[src/hw/rtl/ttb_pkg.sv]
// Types and constants shared by the two-theta intensity binning block.
`timescale 1ns / 1ps

package ttb_pkg;

   localparam int SUM_W       = 48;
   localparam int COUNT_W     = 24;
   localparam int ANGLE_W     = 24;
   localparam int CSR_INDEX_W = 3;
   localparam int CSR_DATA_W  = 24;
   localparam int DIV_NUM_W   = 56;
   localparam int DIV_DEN_W   = 24;
   localparam int DIV_STEP_W  = 6;
   localparam int WEIGHT_W    = 19;

   localparam logic [SUM_W-1:0]   SUM_MAX   = '1;
   localparam logic [COUNT_W-1:0] COUNT_MAX = '1;

   localparam logic [DIV_STEP_W-1:0] BIN_STEPS = 6'd24;
   localparam logic [DIV_STEP_W-1:0] AVG_STEPS = 6'd56;

   localparam logic [32:0] ROUND_HALF = 33'd8192;

   localparam logic [1:0] OP_ACCUM      = 2'd0;
   localparam logic [1:0] OP_READ       = 2'd1;
   localparam logic [1:0] OP_READ_CLEAR = 2'd2;

   localparam logic [CSR_INDEX_W-1:0] REG_MIN_TWO_THETA   = 3'd0;
   localparam logic [CSR_INDEX_W-1:0] REG_BIN_WIDTH       = 3'd1;
   localparam logic [CSR_INDEX_W-1:0] REG_BINS_IN_USE     = 3'd2;
   localparam logic [CSR_INDEX_W-1:0] REG_AVERAGE_MODE    = 3'd3;
   localparam logic [CSR_INDEX_W-1:0] REG_INTENSITY_SCALE = 3'd4;

   localparam logic [23:0] RST_MIN_TWO_THETA   = 24'd0;
   localparam logic [23:0] RST_BIN_WIDTH       = 24'd65536;
   localparam logic [10:0] RST_BINS_IN_USE     = 11'd1024;
   localparam logic        RST_AVERAGE_MODE    = 1'b0;
   localparam logic [15:0] RST_INTENSITY_SCALE = 16'd256;

   typedef struct packed {
      logic [1:0]  op;
      logic [15:0] intensity;
      logic        intensity_is_nan;
      logic [15:0] correction;
      logic        correction_is_nan;
      logic        use_correction;
      logic [23:0] two_theta;
      logic [9:0]  bin_select;
   } req_type;

   typedef struct packed {
      logic        skipped;
      logic [9:0]  bin_hit;
      logic        clamped;
      logic [47:0] bin_value;
      logic [23:0] bin_count;
   } rsp_type;

   typedef struct packed {
      logic                  start;
      logic [DIV_STEP_W-1:0] steps;
   } div_ctl_type;

   typedef enum logic [3:0] {
      ST_CLEAR,
      ST_IDLE,
      ST_WEIGHT,
      ST_DIV_BIN,
      ST_READ,
      ST_MODIFY,
      ST_MUL_LO,
      ST_MUL_HI,
      ST_DIV_AVG,
      ST_DONE
   } state_type;

endpackage

[src/hw/rtl/ttb_div.sv]
// Shared restoring divider, one quotient bit per cycle.
`timescale 1ns / 1ps

module ttb_div (
   input  logic                            clock,
   input  logic                            reset,
   input  ttb_pkg::div_ctl_type            ctl,
   input  logic [ttb_pkg::DIV_NUM_W-1:0]   dividend,
   input  logic [ttb_pkg::DIV_DEN_W-1:0]   divisor,
   output logic                            done,
   output logic [ttb_pkg::DIV_NUM_W-1:0]   quotient
);

   logic                              busy_ff, busy_in;
   logic                              done_ff, done_in;
   logic [ttb_pkg::DIV_STEP_W-1:0]    cnt_ff, cnt_in;
   logic [ttb_pkg::DIV_NUM_W-1:0]     num_ff, num_in;
   logic [ttb_pkg::DIV_NUM_W-1:0]     quo_ff, quo_in;
   logic [ttb_pkg::DIV_DEN_W-1:0]     rem_ff, rem_in;
   logic [ttb_pkg::DIV_DEN_W-1:0]     den_ff, den_in;
   logic [ttb_pkg::DIV_DEN_W:0]       trial;
   logic [ttb_pkg::DIV_DEN_W:0]       diff;
   logic                              ge;

   always_comb begin
      trial   = {rem_ff, num_ff[ttb_pkg::DIV_NUM_W-1]};
      ge      = trial >= {1'b0, den_ff};
      diff    = trial - {1'b0, den_ff};
      busy_in = busy_ff;
      done_in = 1'b0;
      cnt_in  = cnt_ff;
      num_in  = num_ff;
      quo_in  = quo_ff;
      rem_in  = rem_ff;
      den_in  = den_ff;
      if (ctl.start) begin
         busy_in = 1'b1;
         cnt_in  = ctl.steps;
         num_in  = dividend;
         quo_in  = '0;
         rem_in  = '0;
         den_in  = divisor;
      end else if (busy_ff) begin
         rem_in = ge ? diff[ttb_pkg::DIV_DEN_W-1:0] : trial[ttb_pkg::DIV_DEN_W-1:0];
         quo_in = {quo_ff[ttb_pkg::DIV_NUM_W-2:0], ge};
         num_in = {num_ff[ttb_pkg::DIV_NUM_W-2:0], 1'b0};
         cnt_in = cnt_ff - 1'b1;
         if (cnt_ff == ttb_pkg::DIV_STEP_W'(1)) begin
            busy_in = 1'b0;
            done_in = 1'b1;
         end
      end
   end

   always_ff @(posedge clock) begin
      if (reset) begin
         busy_ff <= 1'b0;
         done_ff <= 1'b0;
         cnt_ff  <= '0;
      end else begin
         busy_ff <= busy_in;
         done_ff <= done_in;
         cnt_ff  <= cnt_in;
      end
   end

   always_ff @(posedge clock) begin
      num_ff <= num_in;
      quo_ff <= quo_in;
      rem_ff <= rem_in;
      den_ff <= den_in;
   end

   assign done     = done_ff;
   assign quotient = quo_ff;

endmodule

[config.mk]
export PLATFORM = sky130hd
export DESIGN_NAME = ttb_div
export DESIGN_NICKNAME = d
export VERILOG_FILES = /design/src/hw/rtl/ttb_pkg.sv /design/src/hw/rtl/ttb_div.sv
export SDC_FILE = /design/constraint.sdc
export NUM_CORES = 1
export LEC_CHECK = 0
export BUFFER_PORTS_ARGS = -buffer_cell sky130_fd_sc_hd__buf_2
export CAP_MARGIN = 20
export CORE_MARGIN = 5
export CORE_UTILIZATION = 55
export DETAILED_ROUTE_END_ITERATION = 12
export GPL_ROUTABILITY_DRIVEN = 1
export PLACE_DENSITY = 0.83
export SLEW_MARGIN = 20
export SYNTH_ARGS = -nofsm -noshare
export SYNTH_HDL_FRONTEND = slang
export SYNTH_SLANG_ARGS = --single-unit
[constraint.sdc]
create_clock -name clock -period 2.8 [get_ports clock]
set_clock_uncertainty 0.05 [all_clocks]
set_input_delay 0.14 -clock clock [delete_from_list [all_inputs] [get_ports clock]]
set_output_delay 0.14 -clock clock [all_outputs]
set_load 0.01 [all_outputs]
# Word level (Yosys, flattened, before mapping)
# Index checks and enable logic that the tools add are counted.
dict set report op_classes {
  bitwise_logic 1
  reduce_logical 2
  magnitude_cmp 1
  muxes 9
  addsub 2
  eq_ne 1
}
# cell count
set ops {}
lappend ops {{56-bit 2-to-1 mux} 2}
lappend ops {{25-bit by 24-bit >= comparator with 1-bit output} 1}
lappend ops {{24-bit 2-to-1 mux} 1}
lappend ops {{24-bit subtractor} 1}
lappend ops {{6-bit 2-to-1 mux} 2}
lappend ops {{6-bit by 1-bit == test with 1-bit output, second input constant} 1}
lappend ops {{6-bit by 1-bit subtractor with 6-bit output, second input constant} 1}
lappend ops {{1-bit 2-to-1 mux} 4}
lappend ops {{3-bit OR reduction} 1}
lappend ops {{2-bit nonzero test} 1}
lappend ops {{1-bit inverter} 1}
dict set report word_totals {
  reg_bits 168
  out_inout_bits 57
}

# Logic depth before layout (Yosys ltp)
dict set report depth {
  ltp_word 4
  ltp_mapped 13
  ltp_nobuf 11
}

# Worst setup path after synthesis
# Ideal clock, no wire load.
dict set report synth_timing {
  kind {register -> register}
  from {register busy_ff}
  to {register num_ff[0] (netlist bit) (enable)}
  stages_incl_launch_ff 5
  required_ns 2.340
  path_slack_ns 0.256
  t_arrival_ns 2.084
  path_cell_list {dfxtp_1 clkbuf_1 clkbuf_1 nor2_1 inv_1}
}
dict set report synth_between {
  elab_chain_len 1
}
# element line_no
set synth_rtl {}
lappend synth_rtl {{from (decl)} ttb_div.sv:14} ;# logic busy_ff, busy_in;
lappend synth_rtl {{from (signal assigned)} ttb_div.sv:61} ;# busy_ff <= busy_in;
lappend synth_rtl {{2-bit nonzero test (no line)} n/a}
lappend synth_rtl {{to (signal assigned)} ttb_div.sv:68} ;# num_ff <= num_in;
lappend synth_rtl {{to (decl)} ttb_div.sv:17} ;# logic [ttb_pkg::DIV_NUM_W-1:0] num_ff, num_in;
# Every way passes these cells.
# A chain may end at the register's enable or synchronous reset.

# Worst setup path in the final report
dict set report layout_timing {
  from {register den_ff[1] (netlist bit)}
  to {register rem_ff[4] (netlist bit)}
}
dict set report layout_between {
  elab_chain_len 2
  word_cells_on_any_way 3
  cone_classes {add/sub (1); order compare (1); mux (1)}
}
# element line_no
set layout_rtl {}
lappend layout_rtl {{from (decl)} ttb_div.sv:20} ;# logic [ttb_pkg::DIV_DEN_W-1:0] den_ff, den_in;
lappend layout_rtl {{from (signal assigned)} ttb_div.sv:71} ;# den_ff <= den_in;
lappend layout_rtl {{24-bit subtractor or 25-bit by 24-bit >= comparator with 1-bit output (tied branches)} {ttb_div.sv:28, ttb_div.sv:27}}
lappend layout_rtl {{24-bit 2-to-1 mux *} ttb_div.sv:44} ;# rem_in = ge ? diff[ttb_pkg::DIV_DEN_W-1:0] : trial[ttb_pkg::DIV_DEN_W-1:0];
lappend layout_rtl {{to (signal assigned)} ttb_div.sv:70} ;# rem_ff <= rem_in;
lappend layout_rtl {{to (decl)} ttb_div.sv:19} ;# logic [ttb_pkg::DIV_DEN_W-1:0] rem_ff, rem_in;
# Mark *: on every way between the ends. The rest lies on a longest branch, timed or not.

==> results <==
- The largest net degree at the start of global routing is 70.
- In this run the power density over the cells is 589 nW/um^2.
- The via count is 6,107.
- The number of hold-slack violations in the final timing report is 0.
- The number of synthesis warnings is 0.
- The initial antenna violation count was 0.
- The relative area change from synthesis to final layout is 31.3%.
- The count of input and output buffers is 145.
- The fraction of layout cells with a size suffix above 1 is 27.6%.
- The met3 capacity usage during global routing is 5.73%.
- The total CTS buffers is 17.
- For this run, global-route usage on met2 was measured as 39.0%.
- The number of global-route vias before repair was 6,244.
- Internal power comes to 4.48 mW.
- The analysis attributes to net switching a power of 1.54 mW.
- The tree is rooted in a sky130_fd_sc_hd__clkbuf_16.
- The actual transition at the worst max-transition pin is 0.903 ns.
- The leakage dissipation is 4.46 nW.
- In the final timing run, aggregate negative setup slack is 0 ns.
- The top cell type by total area after synthesis is sky130_fd_sc_hd__edfxtp_1.
- The path class of the tightest hold or removal check is in -> reg.
- For this block, the initial DRC count from the detailed router was 440.
- The setup slack of the worst register-to-register path is 0.14 ns.
- The number of nets in the finished design is 1,046.
- The final critical path takes up 94.9% of the cycle.
- The synthesized instance count is 697.
- The path with the worst hold slack has its endpoint at den_ff[4].
- Clock-pin slew was measured on the worst setup and hold paths at 0.07 ns.
- The total overflow left after global routing is 0.
- The total global-route track usage is 23.1%.
- Summing all non-filler instances in the final layout gives an area of 10,200 sq um.
- The number of instances on the worst hold path is 1.
- The tool flagged a number of max-cap violations equal to 0.
- The first global-routing pass estimated 30.7 mm of wire.
- In this run the mean area of a mapped cell was 11.2 sq um.
- Yosys attributes the largest share of cell area to sky130_fd_sc_hd__edfxtp_1, sky130_fd_sc_hd__dfxtp_1, sky130_fd_sc_hd__mux2_2, sky130_fd_sc_hd__mux2i_1, sky130_fd_sc_hd__nor2_1.
- The count of endpoints failing setup in the final report is 0.
- The detail route stage leaves a number of antenna-violating nets equal to 0.
- Clock latency on the worst-skew pair, taken at its later pin, is 0.43 ns.
- Setup slack on the critical path of the routed design comes to 0.144 ns.
- The overall die area is 16,700 sq um.
- The maximum buffer depth of the clock tree is 2.
- The worst-case setup slack after placement is 0.0335 ns.
- Leaving out fill and tap cells, the most frequent cells in the layout are sky130_fd_sc_hd__buf_2, sky130_fd_sc_hd__nor2_1, sky130_fd_sc_hd__dlygate4sd3_1.
- Net switching is 25.6% of the power.
- For this run, the register share of the synthesized area comes to 53.4%.
- The H-tree generated during clock tree synthesis spans 4 levels.
- The number of pins exceeding their max-slew limit in the final report is 0.
- The flip-flop cell with the highest count after synthesis is sky130_fd_sc_hd__dfxtp_1.
- The endpoint of the most critical register-to-register path is rem_ff[4].
- The launching point of the worst reg2reg path is den_ff[1].
- Registers are responsible for 46.7% of the overall power.
- The number of cells on the worst reg-to-reg path is 11.
- The number of sinks on the clock net is 168.
- The worst setup path is captured at a flop.
- The power share of the combinational group is 14.7%.
- The number of distinct library cells after synthesis is 59.
- The number of primary I/O pins is 146.
- The layer flagged by global routing as most heavily used is met2.
- The floorplan die width is 129 microns.
- After layout, the minimum clock period comes to 2.66 ns.
- The flow ran to the end, and the final reports show no timing, DRC or antenna violations.
- The library cell used most frequently in the layout, excluding fill and tap cells, is sky130_fd_sc_hd__buf_2.
- The clock tree from TritonCTS is yes.
- The required time at the worst-slack endpoint is 3.08 ns.
- The die height is 129 microns.
- The final layout contains routed wiring with a total length of 19.1 mm.
- Counting flops and latches in the post-synthesis netlist gives 168.
- The cell area after placement is 8730 sq um.
- Across the VDD grid, the largest voltage drop is 0.449 mV.
- The initialized floorplan defines 43 standard-cell rows.
- The mapped netlist covers 7790 sq um.
- For this run, design rule violations remaining after detail routing come to 0.
- The number of setup buffers added after CTS is 0.
- In the synthesized netlist the async set-or-reset flop fraction comes to 0%.
- The normalized max-slew margin is 39.8%.
- The initial utilization of the core area, before any placement, comes to 56.2%.
- Setup repair after global routing left no endpoint under its margin.
- The first TritonRoute pass finished after 5 iterations.
- Yosys mapped a number of flops with a built-in enable equal to 80.
- The via density per instance is 5.44.
- The critical path in this run is classified as reg -> reg.
- Synthesis produced a netlist with a net count of 813.
- After detailed routing, the average wire length per cell comes to 17.0 microns.
- Total power for the finished layout comes to 6.03 mW.
- In the global route stage, met1 resource usage came out at 29.3%.
- The proportion of netlist area held by the largest area contributor is 30.8%.
- After legalization and detailed placement, the total HPWL measured 11.5 mm.
- The launch instance of the worst min-delay path is ctl[6].
- STA puts the critical path data arrival time at 2.94 ns.
- The congestion estimate from routability-driven global placement came to 0.937.
- The relative contribution of the clock network to total power is 38.7%.
- The number of inserted diodes is 0.
- Along the worst path, the maximum fanout reaches 10.
- The worst hold slack after final layout is 0.145 ns.
- The area inside the core boundary is 13,900 sq um.
- The fmax is 0.377 GHz.
- The kind of start point of the critical path is a flop.
==> kinds of logic (layout without fill, tap and decap cells) <==
kind of cell             count (synthesis)  count (layout)  share of synthesized area (%)
adder cells (fa/ha/maj)                 27              27                           4.43
multiplexers                           112             112                           15.3
flip-flops                             168             168                           53.4
XOR/XNOR                                25              25                           2.81
AO/OA/AOI/OAI                          115             115                           10.7
AND/OR/NAND/NOR                        179             179                           9.73
buffers and inverters                   71             317                           3.66
==> per-layer routing <==
layer / wire length [microns] / vias up
met5: 0 / -
met4: 428 / 0
met3: 1020 / 41
met1: 8150 / 2906
met2: 9550 / 193
li1: - / 2967
==> critical path, stage by stage (launching register included) <==
cell and delay (ns):
sky130_fd_sc_hd__edfxtp_1 0.38, sky130_fd_sc_hd__inv_1 0.06, sky130_fd_sc_hd__ha_1 0.29, sky130_fd_sc_hd__nor2b_1 0.18
sky130_fd_sc_hd__o2111ai_1 0.18, sky130_fd_sc_hd__a31oi_2 0.25, sky130_fd_sc_hd__o22ai_2 0.15, sky130_fd_sc_hd__o211ai_2 0.26
sky130_fd_sc_hd__and2_4 0.24, sky130_fd_sc_hd__buf_4 0.18, sky130_fd_sc_hd__nand2_1 0.06, sky130_fd_sc_hd__a311oi_1 0.28
==> worst max-delay path by stage <==
stage               cells past startpoint  slack (ns)         to       from
global route                           11       0.007  rem_ff[2]  den_ff[1]
detailed placement                     11        0.03  rem_ff[4]  den_ff[1]
finish                                 11        0.14  rem_ff[4]  den_ff[1]
floorplan                               4        0.26  num_ff[0]    busy_ff
global placement                       11        0.19  rem_ff[8]  den_ff[1]
CTS                                    11        0.09  rem_ff[4]  den_ff[1]
==> cells in the mapped netlist (all sizes together), types with 3 or more instances <==
library cell	n
nand2	43
o311ai	3
xnor2	13
mux2i	56
a31oi	4
o21a	4
nor3b	3
nor3	3
dfxtp	88
ha	26
mux2	56
xor2	12
a21o	11
nand4	6
a211oi	8
clkbuf	21
o21bai	4
nand3	9
o211ai	6
o21ai	10
a41oi	3
a21oi	31
edfxtp	80
inv	33
nor2b	7
nor2	99
a311oi	11
a211o	3
buf	17
==> flip-flops by register name, summed over array words and instances, names as in the netlist <==
| register | flops |
|---|---|
| cnt_ff | 6 |
| rem_ff | 24 |
| done | 1 |
| quotient | 56 |
| num_ff | 56 |
| busy_ff | 1 |
| den_ff | 24 |
==> metrics by stage <==
stage,std cells,utilization (%)
2_1_floorplan,697,-
3_3_place_gp,999,62.9
3_5_place_dp,999,62.9
4_1_cts,1123,73.8
5_1_grt,1123,73.8
6_report,1123,73.8
==> repair_timing <==
action | 4_1_cts | 5_1_grt
gates resized for setup | 1 | 2
hold buffers | 92 | 0
endpoints found under the hold margin | 88 | 0
endpoints found under the setup margin | 1 | 9
==> power by group through the flow <==
stage / Combinational [mW] / Sequential (mW) / Clock (mW)
4_1_cts: 0.862 / 2.81 / 2.34
2_1_floorplan: 0.555 / 2.84 / 0
3_3_place_gp: 0.739 / 2.85 / 0
6_report: 0.883 / 2.81 / 2.33
5_1_grt: 0.963 / 2.82 / 2.47
3_5_place_dp: 0.752 / 2.86 / 0
==> final cells by class <==
cell class	count	area [sq um]
multi-input combinational	458	3350
fill	920	3640
timing repair buffer	252	1790
clock buffer	18	450
clock inverter	14	133
sequential	168	4170
inverter	33	124
tap	180	225
Note: power is estimated with default switching activity, not from simulation.
